[src/sv/pcbb_pkg.sv]
// Shared widths, constants and payload types for the periodic cubic B-spline basis block.
// No dependencies.
`timescale 1ns / 1ps
`default_nettype none
package pcbb_pkg;

	localparam int MAX_SEGMENTS = 1024;
	localparam int SEG_W        = 11;
	localparam int N_W          = $clog2(MAX_SEGMENTS + 1);
	localparam int U_W          = 16;
	localparam int T_W          = 16;
	localparam int K_W          = 10;
	localparam int IDX_W        = 11;
	localparam int W_W          = 17;
	localparam int A_W          = T_W + 1;
	localparam int SQ_W         = 2 * T_W + 1;
	localparam int CUBE_W       = 3 * T_W + 1;
	localparam int X_W          = CUBE_W + 1;
	localparam int SUM_W        = X_W + 1;
	localparam int ROUND_SHIFT  = 2 * T_W + 1;
	localparam int PADDR_W      = 3;
	localparam int PDATA_W      = 32;

	localparam logic REG_SEGMENT_COUNT = 1'b0;
	localparam logic [SEG_W-1:0] SEGMENT_COUNT_RESET = SEG_W'(4);

	typedef struct packed {
		logic [K_W-1:0] k;
		logic [T_W-1:0] t;
		logic [N_W-1:0] n;
	} seg_t;

	typedef struct packed {
		logic [K_W-1:0]   segment_index;
		logic [IDX_W-1:0] first_index;
		logic [W_W-1:0]   weight_a;
		logic [W_W-1:0]   weight_b;
		logic [W_W-1:0]   weight_c;
		logic [W_W-1:0]   weight_d;
	} res_t;

endpackage
`default_nettype wire

[src/sv/pcbb_apb_regs.sv]
// APB register file: segment_count, plus its clamped value N in 1..MAX_SEGMENTS.
// Depends on pcbb_pkg.
`timescale 1ns / 1ps
`default_nettype none
module pcbb_apb_regs (
	input  logic                          clk,
	input  logic                          arst_n,
	input  logic                          psel,
	input  logic                          penable,
	input  logic                          pwrite,
	input  logic [pcbb_pkg::PADDR_W-1:0]  paddr,
	input  logic [pcbb_pkg::PDATA_W-1:0]  pwdata,
	output logic [pcbb_pkg::PDATA_W-1:0]  prdata,
	output logic                          pready,
	output logic [pcbb_pkg::N_W-1:0]      seg_n
);
	import pcbb_pkg::*;

	logic [SEG_W-1:0] seg_count_q;
	logic             hit;

	assign pready = 1'b1;
	assign hit    = (paddr[PADDR_W-1] == REG_SEGMENT_COUNT);

	always_ff @(posedge clk or negedge arst_n) begin
		if (!arst_n) begin
			seg_count_q <= SEGMENT_COUNT_RESET;
		end else if (psel && penable && pwrite && pready && hit) begin
			seg_count_q <= pwdata[SEG_W-1:0];
		end
	end

	always_comb begin
		prdata = '0;
		if (hit) begin
			prdata = PDATA_W'(seg_count_q);
		end
	end

	// zero counts as one segment, large counts clamp
	always_comb begin
		priority if (seg_count_q == '0) begin
			seg_n = N_W'(1);
		end else if (SEG_W'(seg_count_q) > SEG_W'(MAX_SEGMENTS)) begin
			seg_n = N_W'(MAX_SEGMENTS);
		end else begin
			seg_n = N_W'(seg_count_q);
		end
	end

endmodule
`default_nettype wire

[config.mk]
export PLATFORM = sky130hd
export DESIGN_NAME = pcbb_apb_regs
export DESIGN_NICKNAME = d
export VERILOG_FILES = /design/src/sv/pcbb_pkg.sv /design/src/sv/pcbb_apb_regs.sv
export SDC_FILE = /design/constraint.sdc
export NUM_CORES = 1
export LEC_CHECK = 0
export BUFFER_PORTS_ARGS = -buffer_cell sky130_fd_sc_hd__buf_2
export CAP_MARGIN = 20
export CORE_AREA = 3 3 61 63
export DETAILED_ROUTE_END_ITERATION = 8
export DIE_AREA = 0 0 64 66
export PLACE_DENSITY = 0.59
export SETUP_SLACK_MARGIN = 0.4
export SYNTH_ARGS = -nofsm -noshare
export SYNTH_HDL_FRONTEND = slang
export SYNTH_SLANG_ARGS = --single-unit
export TNS_END_PERCENT = 100
[constraint.sdc]
create_clock -name clk -period 2.2 [get_ports clk]
set_input_delay 0.33 -clock clk [delete_from_list [all_inputs] [get_ports clk]]
set_output_delay 0.33 -clock clk [all_outputs]
set_load 0.01 [all_outputs]
# Word level (Yosys, flattened, before mapping)
# Cells that the tools add are included.
op_classes:
  order_cmp: 1
  muxes: 3
  bitwise_logic: 1
  reduce_logical: 4
ops:
  columns: ["cell", "count"]
  rows:
  - ["$mux W11", 3]
  - ["$gt A11 B11 Y1 const B", 1]
  - ["$logic_not A11 Y1", 1]
  - ["$logic_and A1 B1 Y1", 3]
  - ["$not A1 Y1", 1]
word_totals:
  ff_bits: 11
  in_bits: 40
  output_inout_bits: 44
  wordCells: 10

# Depth between registers and ports, before layout
depth:
  ltp_word: 3
  mapped_depth: 3

# Least setup slack after synthesis
# No wires, ideal clock.
synth_timing:
  path_type: "reg2out"
  start: "register seg_count_q[5]"
  end: "output seg_n[0] in the netlist's numbering"
  arrival_ns: 0.867
  setup_slack_ns: 1.003
  stages_incl_launch_ff: 3
  n_path_buf: 0
  path_cell_list: "dfrtp_1 nor4_1 a32o_1"
synth_between:
  elab_chain_len: 3
  word_cells_on_any_way: 4
  cone_classes: "order compare: 1; mux: 2; reduce/logical: 1"
synth_rtl:
  columns: ["item", "line_no", "rtl"]
  rows:
  - ["from (decl)", "pcbb_apb_regs.sv:19", "logic [SEG_W-1:0] seg_count_q;"]
  - ["from (signal assigned)", "pcbb_apb_regs.sv:29", "seg_count_q <= pwdata[SEG_W-1:0];"]
  - ["$gt A11 B11 Y1", "pcbb_apb_regs.sv:44", "end else if (SEG_W'(seg_count_q) > SEG_W'(MAX_SEGMENTS)) begin"]
  - ["$mux W11", "pcbb_apb_regs.sv:44", null]
  - ["$mux W11 *", "pcbb_apb_regs.sv:42", "priority if (seg_count_q == '0) begin"]
  - ["to (decl)", "pcbb_apb_regs.sv:15", "output logic [pcbb_pkg::N_W-1:0] seg_n"]
# Every way passes the cells marked *; elsewhere a longest branch is shown, timed or not.

# Worst setup path after layout
layout_timing:
  start: "register seg_count_q[10]"
  end: "output seg_n[0] in the netlist's numbering"
# Same word-level chain as after synthesis.

==> flow_metrics.env <==
export IMPL_core_sq_um=3284
export IMPL_clk_latency_ps=260
export IMPL_wire_per_inst_microns=10.86
export IMPL_ir_worst_vdd_mv=0.2081
export IMPL_synth_top_cells_by_count="buf_4, nor2b_1, dfrtp_1, mux2_4, clkbuf_1"
export IMPL_switching_share_pct=33.98
export IMPL_critPathArrivalTime_ps=1340
export IMPL_start_util_pct=24.69
export IMPL_report_final_slew_viol_count=0
export IMPL_drive_above_1_share_pct=48.67
export IMPL_row_count=21
export IMPL_area_growth_pct=21.30
export IMPL_rrSetupSlack_ps=1310
export IMPL_die_w_microns=64
export IMPL_syn_inst=76
export IMPL_endpoint_kind="primary output"
export IMPL_cts_sinks=11
export IMPL_antenna_found_initial=0
export IMPL_yosysSeqAreaShare_pct=34.10
export IMPL_largest_register_ff_count=11
export IMPL_drc=0
export IMPL_p_switching_w=0.0002454
export IMPL_grt_use_total_pct=8.303
export IMPL_grt_pass1_vias=556
export IMPL_grt_ovfl_total=0
export IMPL_yosysMostFrequentCell="buf_4"
export IMPL_clkTransAtPathRegs_ps=70
export IMPL_p_leak_nw=0.5610
export IMPL_rr_worst_depth=1
export IMPL_synth_top_area_cell="dfrtp_1"
export IMPL_p_int_w=0.0004767
export IMPL_rsz0062_at_grt="no"
export IMPL_drtIter0Drc=6
export IMPL_cts_made_buffers=3
export IMPL_dieHeight_microns=66
export IMPL_outcome="finished, final reports clean"
export IMPL_cap_violations=0
export IMPL_synth_seq_cells=11
export IMPL_die_area_sq_um=4224
export IMPL_max_clock_path_buffers=2
export IMPL_place_hpwl_microns=1412
export IMPL_synth_top_area_share_pct=30.86
export IMPL_clockRootBuffer="clkbuf_4"
export IMPL_synth_edff_count=0
export IMPL_place_port_buffers=38
export IMPL_yosys_top_cells_area="dfrtp_1, buf_4, mux2_4"
export IMPL_regMostFlops="seg_count_q"
export IMPL_cts_tree="yes"
export IMPL_holdPathStages=2
export IMPL_clock_fmax_mhz=598.2
export IMPL_grt_max_degree=14
export IMPL_syn_area_sq_um=810.8
export IMPL_viasPerCell=3.484
export IMPL_diodes=0
export IMPL_yosys_warnings=0
export IMPL_startpoint_type="flip-flop"
export IMPL_num_io_pins=84
export IMPL_reg_top3="seg_count_q x11"
export IMPL_postRouteAntennaNets=0
export IMPL_synthFlopType="dfrtp_1"
export IMPL_hold_violations=0
export IMPL_cp_max_fo=13
export IMPL_setup_worst_path_class="flip-flop to primary output"
export IMPL_gp_congestion=0.6955
export IMPL_layout_nets=154
export IMPL_period_minus_slack_ps=1672
export IMPL_cts_setup_buffers=0
export IMPL_drt_pass1_iter_count=4
export IMPL_power_w=0.0007221
export IMPL_hold_path_class="input port to flip-flop"
export IMPL_wl_microns=1727
export IMPL_cts_max_level=1
export IMPL_vias=554
export IMPL_crit_required_ps=1870
export IMPL_setup_violations=0
export IMPL_fin_skew_ps=0
export IMPL_min_period_over_period_pct=75.99
export IMPL_pwr_density_cell_nw_per_um2=734.3
export IMPL_avgSynthCellArea_sq_um=10.67
export IMPL_clockPowerShare_pct=18.6
export IMPL_synth_distinct_cells=15
export IMPL_synth_async_sr_flop_share_pct=100.0
export IMPL_power_frac_comb_pct=39.1
export IMPL_grt_pass1_wl_microns=2628
export IMPL_power_frac_seq_pct=42.3
export IMPL_finalSetupTns_ps=0
logic make-up after synthesis:
family | synth area share [%]
buffers and inverters | 23.61
and+or+nand+nor | 20.22
muxes | 19.91
DFF | 34.11
other | 0.9263
AOI/OAI and AO/OA | 1.235
worst max-delay path, stage by stage (launching register included):
cell	delay, ps
dfrtp_2	500
nor4_1	250
a32o_1	200
buf_2	130
routing by layer:
layer	GRT usage (%)	routed length [microns]	up-vias
li1	-	-	275
met1	9.129	685	238
met2	13.29	804	41
met3	4.592	237	0
met4	3.235	0	0
met5	0	0	-
stage by stage:
step / instance area (sq um) / utilization (%) / cells / setup WS [ps] / hold WS (ps)
floorplan: 885.9 / - / 96 / 1003 / 34.41
global placement: 945.9 / 28.80 / 154 / 765.9 / 203.9
detailed placement: 945.9 / 28.80 / 154 / 737.0 / 203.6
CTS: 982.2 / 29.90 / 159 / 443.4 / 288.3
global route: 983.4 / 29.94 / 159 / 462.2 / 282.6
finish: 983.4 / 29.94 / 159 / 528.3 / 291.2
layout make-up:
class | instances | area [sq um]
fillers | 370 | 2301
clock buffers | 4 | 26.28
repair buffers | 39 | 200.2
flip-flops and latches | 11 | 277.8
multi-input cells | 58 | 417.9
inverters | 1 | 3.754
well taps | 46 | 57.56
path summary, 6_finish.rpt:
kind	to	start
max	seg_n[0]	seg_count_q[10]
min	seg_count_q[7]	pwdata[7]
max reg2reg	seg_count_q[10]	seg_count_q[10]
min reg2reg	seg_count_q[0]	seg_count_q[0]
max in group asynchronous	seg_count_q[2]	arst_n
min in group asynchronous	seg_count_q[7]	arst_n
what timing repair did:
action / in CTS / in global routing
setup endpoints to repair: 0 / 1
resized for setup: 0 / 1
hold buffers: 1 / 0
endpoints found under the hold margin: 10 / 0
placed cells by master, fill, tap and decap left out:
| master | count |
|---|---|
| a32o_1 | 1 |
| and2b_1 | 1 |
| buf_2 | 38 |
| clkbuf_1 | 1 |
| clkbuf_4 | 3 |
| conb_1 | 22 |
| dfrtp_1 | 9 |
| dfrtp_2 | 1 |
| dfstp_2 | 1 |
| dlygate4sd3_1 | 1 |
| inv_1 | 1 |
| mux2_2 | 1 |
| mux2_4 | 10 |
| nand4b_4 | 1 |
| nor2_1 | 2 |
| nor2b_1 | 18 |
| nor4_1 | 2 |
power by group through the flow:
stage / sequential, W / combinational [W] / clock (W)
floorplan: 0.000282 / 0.000227 / 0
finish: 0.000306 / 0.000283 / 0.000134
CTS: 0.000306 / 0.000287 / 0.000138
detailed placement: 0.000310 / 0.000285 / 0
global placement: 0.000306 / 0.000282 / 0
global route: 0.000319 / 0.000307 / 0.000152
(Power assumes the default switching activity.)
