==> src/sv/pcbb_pkg.sv <==
// Shared widths, constants and payload types for the periodic cubic B-spline basis block.
// No dependencies.
`timescale 1ns / 1ps
`default_nettype none
package pcbb_pkg;

	localparam int MAX_SEGMENTS = 1024;
	localparam int SEG_W        = 11;
	localparam int N_W          = $clog2(MAX_SEGMENTS + 1);
	localparam int U_W          = 16;
	localparam int T_W          = 16;
	localparam int K_W          = 10;
	localparam int IDX_W        = 11;
	localparam int W_W          = 17;
	localparam int A_W          = T_W + 1;
	localparam int SQ_W         = 2 * T_W + 1;
	localparam int CUBE_W       = 3 * T_W + 1;
	localparam int X_W          = CUBE_W + 1;
	localparam int SUM_W        = X_W + 1;
	localparam int ROUND_SHIFT  = 2 * T_W + 1;
	localparam int PADDR_W      = 3;
	localparam int PDATA_W      = 32;

	localparam logic REG_SEGMENT_COUNT = 1'b0;
	localparam logic [SEG_W-1:0] SEGMENT_COUNT_RESET = SEG_W'(4);

	typedef struct packed {
		logic [K_W-1:0] k;
		logic [T_W-1:0] t;
		logic [N_W-1:0] n;
	} seg_t;

	typedef struct packed {
		logic [K_W-1:0]   segment_index;
		logic [IDX_W-1:0] first_index;
		logic [W_W-1:0]   weight_a;
		logic [W_W-1:0]   weight_b;
		logic [W_W-1:0]   weight_c;
		logic [W_W-1:0]   weight_d;
	} res_t;

endpackage
`default_nettype wire

==> src/sv/pcbb_segment.sv <==
// Stages 1-2: register u and N, then s = u*N split into segment k and local t.
// Depends on pcbb_pkg.
`timescale 1ns / 1ps
`default_nettype none
module pcbb_segment (
	input  logic                      clk,
	input  logic                      arst_n,
	input  logic                      in_valid,
	output logic                      in_ready,
	input  logic [pcbb_pkg::U_W-1:0]  u_frac,
	input  logic [pcbb_pkg::N_W-1:0]  seg_n,
	output logic                      out_valid,
	input  logic                      out_ready,
	output pcbb_pkg::seg_t            out_seg
);
	import pcbb_pkg::*;

	logic               v_s1, v_s2;
	logic               en_s1, en_s2;
	logic [U_W-1:0]     u_s1;
	logic [N_W-1:0]     n_s1;
	logic [U_W+N_W-1:0] prod;
	seg_t               seg_s2;

	assign en_s2    = !v_s2 || out_ready;
	assign en_s1    = !v_s1 || en_s2;
	assign in_ready = en_s1;
	assign prod     = u_s1 * n_s1;

	always_ff @(posedge clk or negedge arst_n) begin
		if (!arst_n) begin
			v_s1 <= 1'b0;
			v_s2 <= 1'b0;
		end else begin
			if (en_s1) v_s1 <= in_valid;
			if (en_s2) v_s2 <= v_s1;
		end
	end

	always_ff @(posedge clk) begin
		if (en_s1) begin
			u_s1 <= u_frac;
			n_s1 <= seg_n;
		end
		if (en_s2) begin
			seg_s2.k <= prod[U_W+K_W-1:U_W];
			seg_s2.t <= prod[T_W-1:0];
			seg_s2.n <= n_s1;
		end
	end

	assign out_valid = v_s2;
	assign out_seg   = seg_s2;

endmodule
`default_nettype wire

==> config.mk <==
export PLATFORM = sky130hd
export DESIGN_NAME = pcbb_segment
export DESIGN_NICKNAME = d
export VERILOG_FILES = /design/src/sv/pcbb_pkg.sv /design/src/sv/pcbb_segment.sv
export SDC_FILE = /design/constraint.sdc
export NUM_CORES = 1
export LEC_CHECK = 0
export BUFFER_PORTS_ARGS = -buffer_cell sky130_fd_sc_hd__buf_2
export CAP_MARGIN = 20
export CORE_AREA = 2 2 142 144
export CTS_CLUSTER_SIZE = 25
export DETAILED_ROUTE_END_ITERATION = 12
export DIE_AREA = 0 0 144 146
export PLACE_DENSITY_LB_ADDON = 0.3
export SLEW_MARGIN = 20
export SYNTH_ARGS = -nofsm -noshare
export SYNTH_HDL_FRONTEND = slang
export SYNTH_SLANG_ARGS = --single-unit
==> constraint.sdc <==
create_clock -name clk -period 7.2 [get_ports clk]
set_input_delay 1.08 -clock clk [delete_from_list [all_inputs] [get_ports clk]]
set_output_delay 1.08 -clock clk [all_outputs]
set_load 0.01 [all_outputs]
### Yosys cells after proc, flatten, opt, wreduce, memory -nomap -nowiden

Cells that the tools add are included.

| storage, ports and cells | value |
|---|---|
| bits in read-only memories | 0 |
| output and inout bits | 39 |
| RAM bits | 0 |
| memories kept | 0 |
| bits in registers | 66 |
| latch bits | 0 |

| cells by class | value |
|---|---|
| muxes and demuxes | 0 |
| div/mod/pow operators | 0 |
| $lt $le $gt $ge | 0 |
| bitwise operators | 0 |
| reduce and logical (&&, ||, !) cells | 4 |
| add/subtract/negate cells | 0 |
| multiply operators | 1 |
| shift operators | 0 |
| eq/ne operators | 0 |

Operator list:

| cell | number |
|---|---|
| multiplier 16 x 11 -> 26 bit | 1 |
| logical NOT 1 bit | 2 |
| logical OR 1 bit | 2 |

### Longest topological paths before layout

| depth | value |
|---|---|
| depth after elaboration | 3 |
| gate-level depth with buffers | 21 |
| gate-level depth less buffers | 19 |

### Least setup slack after synthesis

OpenSTA, ideal clock, no wires.

| timing | value |
|---|---|
| path kind | flip-flop to flip-flop |
| start | reg n_s1[2] |
| end | reg seg_s2 (netlist bit out_seg[29]), data pin |
| library setup time | 259 ps |
| arrival time | 4,912 ps |
| slack | 2,029 ps |
| cell stages (with the launch flop) | 19 |
| buffers on the path | 1 |
| period minus slack after synthesis | 5,171 ps |
| cells stage by stage | edfxtp_1 clkbuf_1 nand2_1 fa_1 fa_1 fa_1 inv_1 fa_1 inv_1 fa_1 inv_1 ha_1 and2_1 nor3_1 a21oi_2 a31o_1 a221o_1 a21oi_2 xnor2_1 |

| between the ends | value |
|---|---|
| longest elaborated chain between the ends | 1 |

RTL lines:

| what | RTL line | source |
|---|---|---|
| from (decl) | pcbb_segment.sv:21 | `logic [N_W-1:0] n_s1;` |
| from (signal assigned) | pcbb_segment.sv:43 | `n_s1 <= seg_n;` |
| multiplier 16 x 11 -> 26 bit | pcbb_segment.sv:28 | `assign prod = u_s1 * n_s1;` |
| net prod[18] | pcbb_segment.sv:22 | `logic [U_W+N_W-1:0] prod;` |
| to (decl) | pcbb_segment.sv:23 | `seg_t seg_s2;` |

The timed path passes the listed nets, and every way through them passes these cells.
A chain may end at the register's enable or synchronous reset.

### Final worst setup path

| timing | value |
|---|---|
| start | reg n_s1[5] |
| end | reg seg_s2 (netlist bit out_seg[33]), data pin |

The elaborated chain is that of the path after synthesis.

==> flow_summary.rst <==
.. list-table::
   :header-rows: 1

   * - Metric
     - Value
   * - Number of levels in the clock H-tree
     - 3
   * - Pin count of the biggest net entering global routing
     - 39
   * - Met2 demand-to-capacity share in global routing
     - 28.2%
   * - Number of enable flip-flop cells after synthesis
     - 64
   * - Count of boundary I/O pins
     - 70
   * - Worst Skew
     - 5.77 ps
   * - Vias after detailed routing
     - 5,095
   * - Stage delay of the slowest cell on the critical path
     - 780 ps
   * - Total track usage
     - 16.3%
   * - Sequential share of the synthesized area
     - 25.9%
   * - GR Overflow Total
     - 0
   * - Number of nets at the end of the flow
     - 1,004
   * - Area enclosed by the die boundary
     - 21,000 sq um
   * - Peak fanout along the critical path
     - 17
   * - Width of the die
     - 144 microns
   * - Library cells used by synthesis
     - 40
   * - Mapped Nets
     - 953
   * - Clock latency reported for the late side of the worst-skew pair
     - 350 ps
   * - Initial core utilization
     - 39.4%
   * - Cells along the critical path
     - nand2_1 -> fa_1 -> fa_1 -> fa_1 -> inv_1 -> fa_1 -> inv_1 -> fa_1 -> inv_1 -> ha_1 -> and2_1 -> nor3_1 -> a21oi_2 -> a31oi_1 -> or2_1 -> a311oi_1 -> xor2_1
   * - Status
     - finished, final reports clean
   * - Worst endpoint required time
     - 7280 ps
   * - Via count of the first global-routing pass
     - 5,365
   * - Worst setup path class
     - flip-flop to flip-flop
   * - Final Setup Violations
     - 0
   * - Iteration count of the initial detailed-routing pass
     - 4
   * - Fin crit share
     - 77.3%
   * - Worst hold path type
     - flip-flop to flip-flop
   * - Count of buffer and inverter cells on the critical path
     - 3
   * - Final Hold Vio Count
     - 0
   * - Num CTS Buffers
     - 9
   * - Cell type group with the largest total delay on the critical path
     - adder cells
   * - Drt via density
     - 4.82
   * - Minimum setup slack in the final design
     - 1630 ps
   * - Postcts setup bufs
     - 0
   * - Cell seen most often among critical-path stages
     - fa_1
   * - Min Clock Period, post-route
     - 5570 ps
   * - End-of-flow core utilization
     - 43.8%
   * - Worst rel slew slack
     - 54.7%
   * - Post-CTS sizing
     - 0
   * - Number of instances in the synthesized netlist
     - 736
   * - Setup repair after global routing missed its margin
     - false
   * - Syn Std Cell Area
     - 7620 sq um
   * - Global Route met1 Usage
     - 21.1%
   * - Critical Path Slowest Stage Cell
     - edfxtp_1
   * - Wire length of the first global-routing pass
     - 26,700 microns
   * - Fmax
     - 0.180 GHz
   * - Flop and latch count out of synthesis
     - 66
   * - GPL Wtd Cong
     - 0.851
   * - Post-detailed-placement half-perimeter wirelength
     - 12,400 microns
   * - Pre-CTS setup slack
     - 1750 ps
   * - Commonest register cell after synthesis
     - edfxtp_1
   * - Worst Tran Pin Value
     - 680 ps
   * - Die Span Y
     - 146 microns
   * - Synth warn
     - 0
   * - Setup TNS
     - 0 ps
   * - Cts-stage hold buffer count
     - 0
   * - Endpoint kind of the worst setup timing path
     - flip-flop
   * - Number of maximum-capacitance constraint violations
     - 0
   * - Number of inserted diodes
     - 0
   * - Total wirelength of the detailed-routed design
     - 15,800 microns
   * - Pins Over Slew Limit
     - 0
   * - Clock tree from TritonCTS
     - yes
   * - Library cell used as clock root buffer
     - clkbuf_16
   * - Area Overhead vs Synth
     - 11.2%
   * - Max Buffers Root-to-Sink
     - 2
   * - Clock slew at reported path FFs
     - 60 ps
   * - Arrival @ worst endpoint
     - 5650 ps
   * - GR met3 Demand/Resource
     - 2.73%
   * - Iteration-0 DRC count of the detailed router
     - 190
   * - Core Box Area
     - 19,300 sq um
   * - Wire length per cell after detailed routing
     - 15.0 microns
   * - Post-route ant nets
     - 0
   * - CTS sink cnt
     - 66
   * - Share of flip-flops with an asynchronous set or reset
     - 3.03%
   * - Count of buffers from port buffering
     - 69
   * - FP Rows
     - 51
   * - Number of remaining DRC errors
     - 0
   * - Fraction of final layout cells with drive strength greater than 1
     - 11.2%
   * - Number of antenna violations at the first check in global routing
     - 0
   * - Busiest metal layer after global routing
     - met2
   * - Startpoint Class
     - flip-flop
   * - Synthesized area per cell
     - 10.4 sq um
[synthesized netlist by cell type (all sizes together), types with 2 or more instances]
| cell type | n | share of area (%) |
|---|---|---|
| edfxtp | 64 | 25 |
| and2 | 85 | 7.0 |
| nor3 | 5 | 0.33 |
| nor2 | 5 | 0.25 |
| a21oi | 16 | 1.2 |
| dfrtp | 2 | 0.66 |
| o21ai | 7 | 0.46 |
| nand2 | 102 | 5.0 |
| and3 | 5 | 0.41 |
| a31oi | 6 | 0.49 |
| xor2 | 9 | 1.0 |
| nand3 | 5 | 0.33 |
| ha | 62 | 10 |
| o21a | 3 | 0.30 |
| or3 | 3 | 0.25 |
| or2 | 2 | 0.16 |
| clkbuf | 30 | 1.5 |
| inv | 152 | 7.5 |
| a21o | 14 | 1.4 |
| o311a | 2 | 0.26 |
| xnor2 | 14 | 1.6 |
| nand2b | 4 | 0.33 |
| fa | 124 | 33 |
[state kept, by name, indices dropped and copies added (netlist names)]
signal     cells
n_s1          11
u_s1          16
v_s1           1
out_valid      1
out_seg       37
[area by class of cell]
cell class,count,area (sq um)
fill,1861,10900
multi-input combinational,488,4970
tap,265,332
clock buffer,10,229
inverter,152,571
timing repair buffer,70,353
sequential,66,1970
clock inverter,6,42.5
[layout by cell type (no fill, tap or decap), types with 2 or more instances in the layout]
cell	n
clkinv_2	2
fa_1	124
and2_1	85
nor2_1	5
o21a_1	3
clkbuf_16	9
a21o_1	14
a21oi_1	13
o311a_1	2
nand2b_1	3
and3_1	5
or2_1	2
nand3_1	5
xnor2_1	14
inv_1	152
a31oi_1	6
dfrtp_1	2
nor3_1	5
xor2_1	9
o21ai_0	5
ha_1	62
nand2_1	102
or3_1	3
clkinvlp_4	2
a21oi_2	3
edfxtp_1	64
buf_2	69
o21ai_1	2
[layer usage]
metal	up-vias	wire, microns
li1	2370	-
met1	2634	6770
met2	76	8350
met3	15	486
met4	0	225
met5	-	0
[metrics by stage]
stage                     hold slack, ps  instance area, sq um  instances
after global routing                 482                  8470       1057
after global placement               452                  8200       1041
final                                468                  8470       1057
after CTS                            470                  8470       1057
after detailed placement             453                  8200       1041
after floorplan                      435                  7620        736
[worst paths after layout]
path,start,to,slack [ps],cells past startpoint
worst max-delay path,n_s1[5],out_seg[33],1630,17
worst min-delay path,v_s1,out_valid,470,1
worst max register to register,n_s1[5],out_seg[33],1630,17
worst min register to register,v_s1,out_valid,470,1
max in group asynchronous,arst_n,out_valid,6600,1
min in group asynchronous,arst_n,v_s1,510,1
[worst register-to-register path, stage by stage (launching register included)]
cell	delay, ps
edfxtp_1	780
nand2_1	190
fa_1	470
fa_1	490
fa_1	550
inv_1	50
fa_1	470
inv_1	50
fa_1	470
inv_1	40
ha_1	350
and2_1	170
nor3_1	50
a21oi_2	250
a31oi_1	200
or2_1	270
a311oi_1	310
xor2_1	140
[cell families (layout without fill, tap and decap cells)]
logic type	after synthesis	in the layout	synth area share (%)
and+or+nand+nor	220	220	14.4
adders and majority gates	186	186	42.8
xor gates and xnor gates	23	23	2.64
DFF	66	66	25.9
AOI/OAI and AO/OA	58	58	5.22
buffers and inverters	182	238	8.96
muxes	1	1	0.131
Power is not shown: default switching activity piles up to over one toggle a cycle in this logic, so the estimate is an artifact.
